[src/rtl/core/jtdp_pkg.sv]
package jtdp_pkg;

  typedef enum logic [2:0] {
    PH_IDLE  = 3'd0,
    PH_FTYPE = 3'd1,
    PH_FNAME = 3'd2,
    PH_MTYPE = 3'd3,
    PH_MNAME = 3'd4,
    PH_DRAIN = 3'd5
  } phase_e;

  localparam logic [3:0] KIND_OBJECT = 4'd8;
  localparam logic [3:0] KIND_END    = 4'd9;

  localparam logic [2:0] ERR_OK      = 3'd0;
  localparam logic [2:0] ERR_UNKNOWN = 3'd1;
  localparam logic [2:0] ERR_UNTERM  = 3'd2;
  localparam logic [2:0] ERR_NOCOMP  = 3'd3;
  localparam logic [2:0] ERR_DIMS    = 3'd4;

  localparam logic [7:0] CH_OBJECT = 8'h4C;  // 'L'
  localparam logic [7:0] CH_ARRAY  = 8'h5B;  // '['
  localparam logic [7:0] CH_SEMI   = 8'h3B;  // ';'
  localparam logic [7:0] CH_RPAREN = 8'h29;  // ')'

  localparam logic [2:0] REG_SIGNATURE_MODE = 3'd0;

  typedef logic [7:0] base_letters_t [8];
  localparam base_letters_t BASE_LETTERS = '{
    8'h42, 8'h43, 8'h44, 8'h46, 8'h49, 8'h4A, 8'h53, 8'h5A  // B C D F I J S Z
  };

  typedef struct packed {
    logic [3:0]  type_kind;
    logic [7:0]  array_dims;
    logic [15:0] name_start;
    logic [15:0] name_length;
    logic [2:0]  error_code;
    logic        final_res;
  } res_t;

  // Map a base type letter to its kind code; hit is low for anything else.
  function automatic logic [3:0] base_kind(input logic [7:0] ch, output logic hit);
    logic [3:0] kind;
    kind = 4'd0;
    hit  = 1'b0;
    for (int i = 0; i < 8; i++) begin
      if (ch == BASE_LETTERS[i]) begin
        kind = 4'(i);
        hit  = 1'b1;
      end
    end
    return kind;
  endfunction

endpackage

[src/rtl/core/jtdp_if.sv]
interface jtdp_char_if;
  logic       valid;
  logic       ready;
  logic [7:0] character;
  logic       last_char;

  modport source (output valid, character, last_char, input ready);
  modport sink   (input valid, character, last_char, output ready);
endinterface

interface jtdp_res_if;
  logic        valid;
  logic        ready;
  logic [3:0]  type_kind;
  logic [7:0]  array_dims;
  logic [15:0] name_start;
  logic [15:0] name_length;
  logic [2:0]  error_code;
  logic        final_res;

  modport source (output valid, type_kind, array_dims, name_start, name_length,
                  error_code, final_res, input ready);
  modport sink   (input valid, type_kind, array_dims, name_start, name_length,
                  error_code, final_res, output ready);
endinterface

[src/rtl/core/jtdp_cfg_regs.sv]
module jtdp_cfg_regs
  import jtdp_pkg::*;
(
  input  logic        clk_i,
  input  logic        rst_ni,
  input  logic        psel,
  input  logic        penable,
  input  logic        pwrite,
  input  logic [2:0]  paddr,
  input  logic [31:0] pwdata,
  output logic [31:0] prdata,
  output logic        pready,
  output logic        signature_mode_o
);

  logic mode_q, mode_d;
  logic hit;

  // Decode on the word address; byte offset bits are ignored.
  assign hit    = (paddr[2] == REG_SIGNATURE_MODE[2]);
  assign pready = 1'b1;

  always_comb begin
    mode_d = mode_q;
    if (psel && penable && pwrite && hit) begin
      mode_d = pwdata[0];
    end
  end

  always_ff @(posedge clk_i or negedge rst_ni) begin
    if (!rst_ni) begin
      mode_q <= 1'b0;
    end else begin
      mode_q <= mode_d;
    end
  end

  assign prdata           = hit ? {31'b0, mode_q} : 32'b0;
  assign signature_mode_o = mode_q;

endmodule

[src/rtl/core/jtdp_parse.sv]
module jtdp_parse
  import jtdp_pkg::*;
#(
  parameter int unsigned MAX_CHARS = 65535,
  parameter int unsigned MAX_DIMS  = 255
) (
  input  logic clk_i,
  input  logic rst_ni,
  input  logic signature_mode_i,
  jtdp_char_if.sink  ch_i,
  jtdp_res_if.source res_o
);

  localparam logic [15:0] PosMax  = 16'(MAX_CHARS);
  localparam logic [7:0]  DimsMax = 8'(MAX_DIMS);

  // Input register
  logic       in_vld_q, in_vld_d;
  logic [7:0] in_char_q;
  logic       in_last_q;

  // Parser state
  phase_e      phase_q, phase_d;
  logic [15:0] pos_q, pos_d;
  logic [7:0]  dims_q, dims_d;
  logic [15:0] cstart_q, cstart_d;

  // Result register
  logic out_vld_q, out_vld_d;
  res_t out_q;

  logic adv;
  logic emit;
  res_t res;

  assign adv        = in_vld_q && (!out_vld_q || res_o.ready);
  assign ch_i.ready = !in_vld_q || adv;

  always_comb begin
    logic       meth;
    logic       done;
    logic       skip;
    logic       hit;
    logic [3:0] kind;
    logic [15:0] pos_inc;
    phase_e     ph;

    pos_inc  = (pos_q < PosMax) ? pos_q + 16'd1 : PosMax;
    phase_d  = phase_q;
    pos_d    = pos_inc;
    dims_d   = dims_q;
    cstart_d = cstart_q;
    emit     = 1'b0;
    done     = 1'b0;
    skip     = 1'b0;
    meth     = 1'b0;
    ph       = phase_q;
    res      = '{type_kind: KIND_END, array_dims: 8'd0, name_start: 16'd0,
                 name_length: 16'd0, error_code: ERR_OK, final_res: 1'b1};
    kind     = base_kind(in_char_q, hit);

    if (phase_q == PH_DRAIN) begin
      // drop characters until the end mark
      if (in_last_q) begin
        phase_d = PH_IDLE;
        pos_d   = 16'd0;
      end
    end else begin
      if (!(ph == PH_FTYPE || ph == PH_FNAME || ph == PH_MTYPE || ph == PH_MNAME)) begin
        dims_d   = 8'd0;
        cstart_d = 16'd0;
        if (signature_mode_i) begin
          ph   = PH_MTYPE;
          skip = 1'b1;
          if (in_last_q) begin
            emit = 1'b1;
            done = 1'b1;
          end
        end else begin
          ph = PH_FTYPE;
        end
      end

      meth = (ph == PH_MTYPE || ph == PH_MNAME);

      if (!skip) begin
        case (ph)
          PH_FTYPE, PH_MTYPE: begin
            if (meth && in_char_q == CH_RPAREN) begin
              emit           = 1'b1;
              done           = 1'b1;
              res.error_code = (dims_d != 8'd0) ? ERR_NOCOMP : ERR_OK;
            end else if (hit) begin
              emit           = 1'b1;
              res.type_kind  = kind;
              res.array_dims = dims_d;
              res.final_res  = !meth || in_last_q;
              done           = !meth || in_last_q;
              dims_d         = 8'd0;
            end else if (in_char_q == CH_OBJECT) begin
              cstart_d = pos_inc;
              ph       = meth ? PH_MNAME : PH_FNAME;
              if (in_last_q) begin
                emit           = 1'b1;
                done           = 1'b1;
                res.error_code = ERR_UNTERM;
              end
            end else if (in_char_q == CH_ARRAY) begin
              if (dims_d >= DimsMax) begin
                emit           = 1'b1;
                done           = 1'b1;
                res.error_code = ERR_DIMS;
              end else begin
                dims_d = dims_d + 8'd1;
                if (in_last_q) begin
                  emit           = 1'b1;
                  done           = 1'b1;
                  res.error_code = ERR_NOCOMP;
                end
              end
            end else begin
              emit           = 1'b1;
              done           = 1'b1;
              res.error_code = ERR_UNKNOWN;
            end
          end
          PH_FNAME, PH_MNAME: begin
            if (in_char_q == CH_SEMI) begin
              emit            = 1'b1;
              res.type_kind   = KIND_OBJECT;
              res.array_dims  = dims_d;
              res.name_start  = cstart_d;
              res.name_length = pos_q - cstart_d;
              res.final_res   = !meth || in_last_q;
              done            = !meth || in_last_q;
              dims_d          = 8'd0;
              ph              = meth ? PH_MTYPE : PH_FTYPE;
            end else if ((meth && in_char_q == CH_RPAREN) || in_last_q) begin
              emit           = 1'b1;
              done           = 1'b1;
              res.error_code = ERR_UNTERM;
            end
          end
          default: begin
          end
        endcase
      end

      if (done || in_last_q) begin
        ph       = in_last_q ? PH_IDLE : PH_DRAIN;
        dims_d   = 8'd0;
        cstart_d = 16'd0;
        if (in_last_q) begin
          pos_d = 16'd0;
        end
      end
      phase_d = ph;
    end
  end

  always_comb begin
    in_vld_d = in_vld_q;
    if (ch_i.valid && ch_i.ready) begin
      in_vld_d = 1'b1;
    end else if (adv) begin
      in_vld_d = 1'b0;
    end
    out_vld_d = out_vld_q;
    if (adv && emit) begin
      out_vld_d = 1'b1;
    end else if (res_o.ready) begin
      out_vld_d = 1'b0;
    end
  end

  always_ff @(posedge clk_i or negedge rst_ni) begin
    if (!rst_ni) begin
      in_vld_q  <= 1'b0;
      out_vld_q <= 1'b0;
      phase_q   <= PH_IDLE;
      pos_q     <= 16'd0;
      dims_q    <= 8'd0;
      cstart_q  <= 16'd0;
    end else begin
      in_vld_q  <= in_vld_d;
      out_vld_q <= out_vld_d;
      if (adv) begin
        phase_q  <= phase_d;
        pos_q    <= pos_d;
        dims_q   <= dims_d;
        cstart_q <= cstart_d;
      end
    end
  end

  always_ff @(posedge clk_i) begin
    if (ch_i.valid && ch_i.ready) begin
      in_char_q <= ch_i.character;
      in_last_q <= ch_i.last_char;
    end
    if (adv && emit) begin
      out_q <= res;
    end
  end

  assign res_o.valid       = out_vld_q;
  assign res_o.type_kind   = out_q.type_kind;
  assign res_o.array_dims  = out_q.array_dims;
  assign res_o.name_start  = out_q.name_start;
  assign res_o.name_length = out_q.name_length;
  assign res_o.error_code  = out_q.error_code;
  assign res_o.final_res   = out_q.final_res;

endmodule

[src/rtl/core/jvm_type_descriptor_parser.sv]
// Channel   Dir  Transaction                       Payload
// ch_i      in   one descriptor character          character, last_char
// res_o     out  one parsed type or status         type_kind, array_dims, name_start,
//                                                  name_length, error_code, final_res
// apb       in   register access (signature_mode)  paddr, pwdata, prdata
//
// One character per cycle sustained while res_o is not stalled: each character
// is held in the input register, is decoded against the parser state, and its
// result (if any) is registered in the result register, which drives res_o.
// Reset (rst_ni low, asynchronous) returns the parser to idle, position zero and
// signature_mode zero. A stalled res_o holds the result register; the input
// register then holds its character and ch_i.ready drops until the result is taken.
module jvm_type_descriptor_parser
  import jtdp_pkg::*;
#(
  parameter int unsigned MAX_CHARS = 65535,
  parameter int unsigned MAX_DIMS  = 255
) (
  input  logic        clk_i,
  input  logic        rst_ni,
  input  logic        psel,
  input  logic        penable,
  input  logic        pwrite,
  input  logic [2:0]  paddr,
  input  logic [31:0] pwdata,
  output logic [31:0] prdata,
  output logic        pready,
  jtdp_char_if.sink   ch_i,
  jtdp_res_if.source  res_o
);

  logic signature_mode;

  // Mode register; sampled by the parser on the first character of a descriptor.
  jtdp_cfg_regs u_cfg (
    .clk_i            (clk_i),
    .rst_ni           (rst_ni),
    .psel             (psel),
    .penable          (penable),
    .pwrite           (pwrite),
    .paddr            (paddr),
    .pwdata           (pwdata),
    .prdata           (prdata),
    .pready           (pready),
    .signature_mode_o (signature_mode)
  );

  // Input register, per-character decode and result register.
  jtdp_parse #(
    .MAX_CHARS (MAX_CHARS),
    .MAX_DIMS  (MAX_DIMS)
  ) u_parse (
    .clk_i            (clk_i),
    .rst_ni           (rst_ni),
    .signature_mode_i (signature_mode),
    .ch_i             (ch_i),
    .res_o            (res_o)
  );

endmodule
[src/flat_wrapper.sv]
// flat-port wrapper written by rule: the top's interface ports become plain ports
module jvm_type_descriptor_parser_flat import jtdp_pkg::*;
#(
  parameter int unsigned MAX_CHARS = 65535,
  parameter int unsigned MAX_DIMS  = 255
)
  (clk_i, rst_ni, psel, penable, pwrite, paddr, pwdata, prdata, pready, ch_i_valid, ch_i_character, ch_i_last_char, ch_i_ready, res_o_valid, res_o_type_kind, res_o_array_dims, res_o_name_start, res_o_name_length, res_o_error_code, res_o_final_res, res_o_ready);
  jtdp_char_if ch_i_i ();
  jtdp_res_if res_o_i ();
  input  logic clk_i;
  input  logic rst_ni;
  input  logic psel;
  input  logic penable;
  input  logic pwrite;
  input  logic [2:0] paddr;
  input  logic [31:0] pwdata;
  output logic [31:0] prdata;
  output logic pready;
  input wire logic [$bits(ch_i_i.valid)-1:0] ch_i_valid;
  input wire logic [$bits(ch_i_i.character)-1:0] ch_i_character;
  input wire logic [$bits(ch_i_i.last_char)-1:0] ch_i_last_char;
  output wire logic [$bits(ch_i_i.ready)-1:0] ch_i_ready;
  output wire logic [$bits(res_o_i.valid)-1:0] res_o_valid;
  output wire logic [$bits(res_o_i.type_kind)-1:0] res_o_type_kind;
  output wire logic [$bits(res_o_i.array_dims)-1:0] res_o_array_dims;
  output wire logic [$bits(res_o_i.name_start)-1:0] res_o_name_start;
  output wire logic [$bits(res_o_i.name_length)-1:0] res_o_name_length;
  output wire logic [$bits(res_o_i.error_code)-1:0] res_o_error_code;
  output wire logic [$bits(res_o_i.final_res)-1:0] res_o_final_res;
  input wire logic [$bits(res_o_i.ready)-1:0] res_o_ready;
  assign ch_i_i.valid = ch_i_valid;
  assign ch_i_i.character = ch_i_character;
  assign ch_i_i.last_char = ch_i_last_char;
  assign ch_i_ready = ch_i_i.ready;
  assign res_o_valid = res_o_i.valid;
  assign res_o_type_kind = res_o_i.type_kind;
  assign res_o_array_dims = res_o_i.array_dims;
  assign res_o_name_start = res_o_i.name_start;
  assign res_o_name_length = res_o_i.name_length;
  assign res_o_error_code = res_o_i.error_code;
  assign res_o_final_res = res_o_i.final_res;
  assign res_o_i.ready = res_o_ready;
  jvm_type_descriptor_parser #(.MAX_CHARS(MAX_CHARS), .MAX_DIMS(MAX_DIMS)) u_core (.clk_i(clk_i), .rst_ni(rst_ni), .psel(psel), .penable(penable), .pwrite(pwrite), .paddr(paddr), .pwdata(pwdata), .prdata(prdata), .pready(pready), .ch_i(ch_i_i), .res_o(res_o_i));
endmodule
[config.mk]
export PLATFORM = sky130hd
export DESIGN_NAME = jvm_type_descriptor_parser_flat
export DESIGN_NICKNAME = d
export VERILOG_FILES = /design/src/rtl/core/jtdp_pkg.sv /design/src/rtl/core/jtdp_if.sv /design/src/rtl/core/jtdp_cfg_regs.sv /design/src/rtl/core/jtdp_parse.sv /design/src/rtl/core/jvm_type_descriptor_parser.sv /design/src/flat_wrapper.sv
export SDC_FILE = /design/constraint.sdc
export NUM_CORES = 1
export LEC_CHECK = 0
export ABC_AREA = 1
export BUFFER_PORTS_ARGS = -buffer_cell sky130_fd_sc_hd__buf_2
export CAP_MARGIN = 10
export CELL_PAD_IN_SITES_DETAIL_PLACEMENT = 1
export CELL_PAD_IN_SITES_GLOBAL_PLACEMENT = 1
export CORE_AREA = 2 2 134 136
export CTS_CLUSTER_SIZE = 14
export DETAILED_ROUTE_END_ITERATION = 6
export DIE_AREA = 0 0 136 138
export GPL_TIMING_DRIVEN = 0
export PLACE_DENSITY = 0.81
export SLEW_MARGIN = 20
export SYNTH_ARGS = -nofsm -noshare
export SYNTH_HDL_FRONTEND = slang
export SYNTH_SLANG_ARGS = --single-unit
export TNS_END_PERCENT = 10
[constraint.sdc]
create_clock -name clk_i -period 3.55 [get_ports clk_i]
set_clock_uncertainty 0.15 [all_clocks]
set_input_delay 0.1775 -clock clk_i [delete_from_list [all_inputs] [get_ports clk_i]]
set_output_delay 0.1775 -clock clk_i [all_outputs]
set_load 0.01 [all_outputs]
* Word-level counts from Yosys, hierarchy flattened
Cells that the tools add are included.
** Word-level totals
- Bits in registers :: 103
- Latch bits :: 0
- Bits in writable memories :: 0
- ROM bits :: 0
- Output and inout bits :: 83
- Logic and storage cells :: 173
- Memories kept :: 0
** Cells by class
- Add/subtract/negate cells :: 3
- $mul :: 0
- Divide/modulo/power cells :: 0
- $lt $le $gt $ge :: 2
- Equal/unequal tests :: 22
- Shift-type cells :: 0
- Multiplexer cells :: 99
- Bitwise logic cells :: 4
- Reductions and logical operators :: 28
** Operators by type and width (number)
- $mux W16 :: 12
- $eq A8 B7 Y1 const B :: 10
- $mux W8 :: 10
- $mux W3 :: 17
- $mux W41 :: 1
- $mux W1 :: 38
- $mux W12 :: 2
- $mux W4 :: 6
- $pmux W12 S2 :: 1
- $add A16 B1 Y16 const B :: 1
- $eq A8 B6 Y1 const B :: 2
- $lt A16 B16 Y1 const B :: 1
- $pmux W8 S2 :: 1
- $sub A16 B16 Y16 :: 1
- $mux W2 :: 7
- $eq A3 B2 Y1 const B :: 4
- $eq A3 B3 Y1 const B :: 3
- $logic_or A1 B1 Y1 :: 9
- $add A8 B1 Y8 const B :: 1
- $ge A8 B8 Y1 const B :: 1
- $pmux W4 S2 :: 1
- $reduce_bool A8 Y1 :: 1
- $logic_and A1 B1 Y1 :: 7
- $eq A3 B1 Y1 const B :: 2
- other kinds (9) :: 19

* Longest topological paths before layout
- Depth in word-level cells :: 18
- Gate-level depth with buffers :: 21
- Mapped depth without buffers :: 20

* Cells and area by module
A second synthesis with hierarchy kept.
** Second synthesis, totals
- Cell total of the unflattened synthesis :: 795
- Area, all modules :: 6249.7 sq um
** Modules (own cells, without submodules)
- jtdp_parse :: instances 1, cells each 750, area each 5935.7 sq um, sequential area each 2837.7 sq um
- jtdp_cfg_regs :: instances 1, cells each 45, area each 314.1 sq um, sequential area each 25.0 sq um

* Worst setup path after synthesis
No wires, ideal clock.
- Path type :: reg2reg
- Start :: reg u_core.u_parse.phase_q[1]
- End :: reg u_core.u_parse.out_q, in the netlist u_core.u_parse.res_o.array_dims[0], enable pin
- Setup time :: 0.402 ns
- Data arrival time :: 3.165 ns
- Data required time :: 2.998 ns
- Setup slack :: -0.168 ns
- Cell stages (with the launch flop) :: 20
- Path buffers :: 1
- Period minus slack after synthesis :: 3.718 ns
- Path through :: dfrtp_1 > nor2_2 > nand2_4 > nand2_4 > buf_2 > inv_1 > nor2_1 > ha_1 > nand2_1 > inv_1 > nand3_2 > nor2_2 > nand2_4 > nand2_2 > nand2_1 > nand2_1 > nand2_1 > nand2_1 > nand3_1 > inv_1
** Between the ends
- Word-level cells in the longest chain between the ends :: 16
** RTL lines
- from (decl) :: line jtdp_parse.sv:23 : phase_e phase_q, phase_d;
- from (signal assigned) :: line jtdp_parse.sv:188 : phase_q <= phase_d;
- $eq A3 B1 Y1 / $eq A3 B2 Y1 (equally long branches) :: line jtdp_parse.sv:69 : if (!(ph == PH_FTYPE || ph == PH_FNAME || ph == PH_MTYPE || ph == PH_MNAME)) begin
- $logic_or A1 B1 Y1 (3 in a row) :: line jtdp_parse.sv:69
- $mux W8 / $mux W3 (equally long branches) :: line jtdp_parse.sv:69
- $mux W8 / $mux W3 (equally long branches) :: line jtdp_parse.sv:62 : if (phase_q == PH_DRAIN) begin
- $ge A8 B8 Y1 (tied with other cells) :: line jtdp_parse.sv:109 : if (dims_d >= DimsMax) begin
- $mux W1 / $logic_or A1 B1 Y1 (equally long branches) :: line jtdp_parse.sv:109, jtdp_parse.sv:84
- $mux W1 / $logic_and A1 B1 Y1 (equally long branches) :: line jtdp_parse.sv:108, jtdp_parse.sv:89, jtdp_parse.sv:138
- $mux W1 / $logic_or A1 B1 Y1 (equally long branches) :: line jtdp_parse.sv:100, jtdp_parse.sv:138
- $mux W1 (on tied branches) :: line jtdp_parse.sv:93, jtdp_parse.sv:138
- $mux W1 (on tied branches) :: line jtdp_parse.sv:89, jtdp_parse.sv:128
- $pmux W1 S2 :: line jtdp_parse.sv:87 : case (ph)
- $mux W1 :: line jtdp_parse.sv:86 : if (!skip) begin
- $mux W1 * :: line jtdp_parse.sv:62
- $logic_and A1 B1 Y1 * :: line jtdp_parse.sv:201 : if (adv && emit) begin
- to (signal assigned) :: line jtdp_parse.sv:202 : out_q <= res;
- to (decl) :: line jtdp_parse.sv:30 : res_t out_q;
Every way passes the cells marked *; elsewhere a longest branch is shown, timed or not. The select of a mux whose other input is x is not followed.
A chain may end at the register's enable or synchronous reset.

* Worst setup path after layout
- Start :: reg u_core.u_parse.phase_q[1]
- End :: reg u_core.u_parse.out_q, in the netlist u_core.u_parse.res_o.name_length[12], data pin
** Between the ends
- Word-level cells in the longest chain between the ends :: 10
** RTL lines
- branches (longest 10 deep; another with $sub A16 B16 Y16)
Several ways; the timed one is not identified. The select of a mux whose other input is x is not followed.

==> summary by stage <==
Status
The flow ran to the end, and the final reports show no timing, DRC or antenna violations.

Clock tree
In this run the number of H-tree levels came out at 3. CTS saw 103 sinks. The clock root buffer is clkbuf_16. The CTS tree is done. After clock tree synthesis, the clock-pin slew on the worst setup and hold paths is 0.07 ns. The insertion delay to the later sink of the worst-skew pair is 0.36 ns. The clock buffer count from CTS is 9. The clock passes through at most 2 buffers.

Critical path
By startpoint and endpoint, the worst setup path is classified as reg -> reg. The most prevalent standard cell on the critical path is nand2_1. The arrival time of the worst setup path is 3.35 ns. Traced cell by cell, the critical path runs through o21ai_4 > nand2_8 > buf_6 > buf_4 > nand2_1 > inv_1 > ha_1 > fa_2 > inv_1 > nand3_1 > nand2_2 > a21oi_4 > o21ai_2 > a21boi_2 > o21ai_2 > nand2_1 > nand2_1 > nor2_1.

The worst setup path is captured at a flop. The required time at the endpoint of the critical path is 3.51 ns. The maximum cell stage delay along the critical path is 0.45 ns.

The startpoint type of the worst setup path is a flop. The largest individual stage delay along the critical path comes from the cell dfrtp_2. The largest driver fanout on the critical path is 10.

Floorplanning
The floorplan has 49 rows. The floorplan step defined a die boundary enclosing 18800 um2. From bottom edge to top edge, the die measures 138 um. Measured along the x axis, the die boundary spans 136 um. In this run the standard cell core region covers 17500 um2.

In this run the count of I/O pins placed on the die edge is 134. The initial utilization of the core area, before any placement, comes to 35.7%.

Power
Cell internal power was estimated by the tool at 2.72 mW. Across the VDD grid, the largest voltage drop is 0.254 mV. The switching share of total power is 40.2%. The relative contribution of sequential cells to total power is 36.5%. The portion of total power attributed to the clock network is 22.0%.

The static leakage is 3.51 nW. The net switching power is 1.83 mW. The combinational fraction of design power is 41.5%. The power density relative to cell area is 593 nW/um2.

Synthesis
The count of unique library cells instantiated by Yosys is 45. The number of enable flip-flop cells after synthesis is 57. The post-synthesis cell count is 783. In the synthesized netlist the dominant register cell turns out to be edfxtp_1. Each instance of the synthesized netlist takes up on average 8.00 um2. The Yosys step of the flow raised 0 warnings. The share of flip-flops with an asynchronous set or reset after synthesis is 44.7%.

Summing the sequential cell areas from Yosys gives 45.7% of the chip area. Counting flops and latches in the post-synthesis netlist gives 103. The post-synthesis instance area is 6260 um2.

Global routing
The number of global-route vias before repair is 5946. The first global-routing pass estimated 29.9 mm of wire. The initial antenna violation count was 0. Global routing consumed, over all layers together, 20.2% of the routing resources. The largest net degree at the start of global routing is 47. The total overflow left after global routing is 0.

Timing
Based on the critical path, the design can be clocked at up to 0.296 GHz. The time the worst path needs with I/O delays and setup is 3.38 ns. The final-layout worst hold slack is 0.242 ns.

The hold violation total from the final report came to 0. The final cycle utilization of the critical path is 95.3%. The headroom to the max-slew limit is 52.9%.

At the pin with the least slew margin, the transition time is 0.707 ns. Setup violations remaining at the end of the flow were counted as 0. The number of slew-limit violations in the final report was 0.

Min path
In this run the worst hold path is classified as in -> async.

Finish
For this run, the post-layout net count is 993. Once layout is done, the placed cells without fillers occupy 7660 um2. The count of non-filler cells in the finished layout is 1157. The top cell types in the final layout, fill and taps aside, are 181 x nand2_1, 99 x nor2_1, 90 x inv_1. The fraction of final layout cells sized beyond drive strength 1 is 19.5%.

The library cell used most frequently in the layout, excluding fill and tap cells, is nand2_1. The area added between synthesis and finish is 22.2%. The repair_antennas step left the layout with diodes totalling 0.

Drt
The final route contains 5777 vias. The DRC violations left is 0. The first detailed-routing pass took 4 iterations. The post-detailed-routing wire length is 18.5 mm. The wire length per cell after detailed routing is 16.0 um.

After detailed routing, the number of vias per cell comes to 4.99. The number of DRC markers after the initial detailed-route iteration is 242. The remaining number of nets flagged by the antenna check after routing is 0.

Place
The number of buffer cells added on primary ports is 68. In this run the cell area measured after placement is 7010 um2. After detailed placement, the design holds a cell count of 1110. Routability-driven placement finished with a final weighted congestion of 0.893. Detailed placement ended at an HPWL of 13.1 mm.

Run
The tool flagged a number of max-cap violations equal to 0.
## what timing repair did
action                                  4_1_cts  5_1_grt
hold endpoints to repair                     58        0
buffers inserted                              9        5
gates resized for setup                      16       12
pin swaps                                     0        4
cloned                                        3        0
hold buffers                                 14        0
endpoints found under the setup margin       55       52
## cell type report
class | instances | area [um2]
clock buffer | 13 | 240
timing repair inverter | 3 | 22.5
sequential | 103 | 2860
clock inverter | 3 | 43.8
tap | 229 | 287
multi-input combinational | 567 | 2910
inverter | 96 | 367
fill | 2200 | 9880
buffer | 47 | 318
timing repair buffer | 96 | 604
## worst max-delay path, delay by kind of cell (launching register included)
family / cells / cell delay [ns]
adders and majority gates: 2 / 0.65
DFF: 1 / 0.45
AOI/OAI and AO/OA: 5 / 0.84
and+or+nand+nor: 7 / 0.55
buffers and inverters: 4 / 0.49
## logic make-up after synthesis
family	count (synthesis)	share of synthesized area, %
AO/OA/AOI/OAI	125	11.7
XOR/XNOR	8	1.12
adder cells (fa/ha/maj)	19	3.91
buffers and inverters	143	10.7
flip-flops	103	45.7
other	2	0.120
AND/OR/NAND/NOR	383	26.7
## final timing paths
kind / end / slack (ns) / start / cells past startpoint
worst max-delay path: u_core.u_parse.res_o.name_length[12] / 0.17 / u_core.u_parse.phase_q[1] / 18
worst min-delay path: u_core.u_parse.cstart_q[1] / 0.24 / rst_ni / 2
worst max register to register: u_core.u_parse.res_o.name_length[12] / 0.17 / u_core.u_parse.phase_q[1] / 18
worst min register to register: u_core.u_parse.cstart_q[9] / 0.34 / u_core.u_parse.cstart_q[9] / 2
max in group asynchronous: u_core.u_parse.phase_q[1] / 2.53 / rst_ni / 2
min in group clk_i: u_core.u_parse.cstart_q[9] / 0.34 / u_core.u_parse.cstart_q[9] / 2
## registers in the layout, indices dropped and copies added, names as in the netlist, 3 cells and up
register	flops
u_core.u_parse.res_o.name_start	16
u_core.u_parse.res_o.type_kind	4
u_core.u_parse.phase_q	3
u_core.u_parse.dims_q	8
u_core.u_parse.res_o.array_dims	8
u_core.u_parse.pos_q	16
u_core.u_parse.in_char_q	8
u_core.u_parse.res_o.error_code	3
u_core.u_parse.cstart_q	16
u_core.u_parse.res_o.name_length	16
## per-layer routing
metal  vias to the layer above  wire, um  GRT usage [%]
met3                        35       772           4.03
met1                      2798      7800           23.9
met2                       129      9370           35.7
met4                         0       569           7.73
met5                         -         0              0
li1                       2815         -              -
## through the flow
step	worst slack (ns)	utilization (%)	power [mW]	setup TNS, ns
after detailed placement	-0.637	40.0	3.24	-32.26
after floorplan	0.236	-	2.70	0
final	0.167	43.7	4.54	0
after global routing	-0.0176	43.7	4.83	-0.0176
after global placement	-0.563	40.0	3.20	-28.50
after CTS	0.0428	43.2	4.48	0
## cell usage after synthesis, types with 2 or more instances
master,count,area [um2]
edfxtp_1,57,1710
a21boi_0,3,22.5
inv_1,91,342
o21ai_0,37,185
o31ai_1,3,22.5
o22ai_1,12,75.1
xor2_1,8,70.1
a31oi_1,5,31.3
nand3_1,41,205
nand2_2,4,25.0
o21ai_1,3,15.0
nor3_1,20,100
clkinv_1,2,7.51
o21ai_2,11,96.3
o21bai_1,2,15.0
inv_2,2,7.51
buf_4,32,240
nand3b_1,3,22.5
o21a_1,4,30.0
a21oi_1,40,200
o211ai_1,2,15.0
conb_1,2,7.51
nand4_1,14,87.6
nand2_4,4,45.0
nand2_1,183,687
clkbuf_1,10,37.5
ha_1,18,225
buf_2,3,15.0
nand3_2,3,30.0
dfrtp_1,46,1150
nor2_2,5,31.3
nor2_1,100,375
## power groups by stage
stage                     clock, mW  combinational (mW)  sequential [mW]
final                         0.998                1.89             1.66
after global routing           1.07                2.08             1.68
after CTS                      1.03                1.79             1.66
after detailed placement          0                1.55             1.69
after global placement            0                1.52             1.69
after floorplan                   0               0.916             1.78
Note: power is estimated with default switching activity, not from simulation.
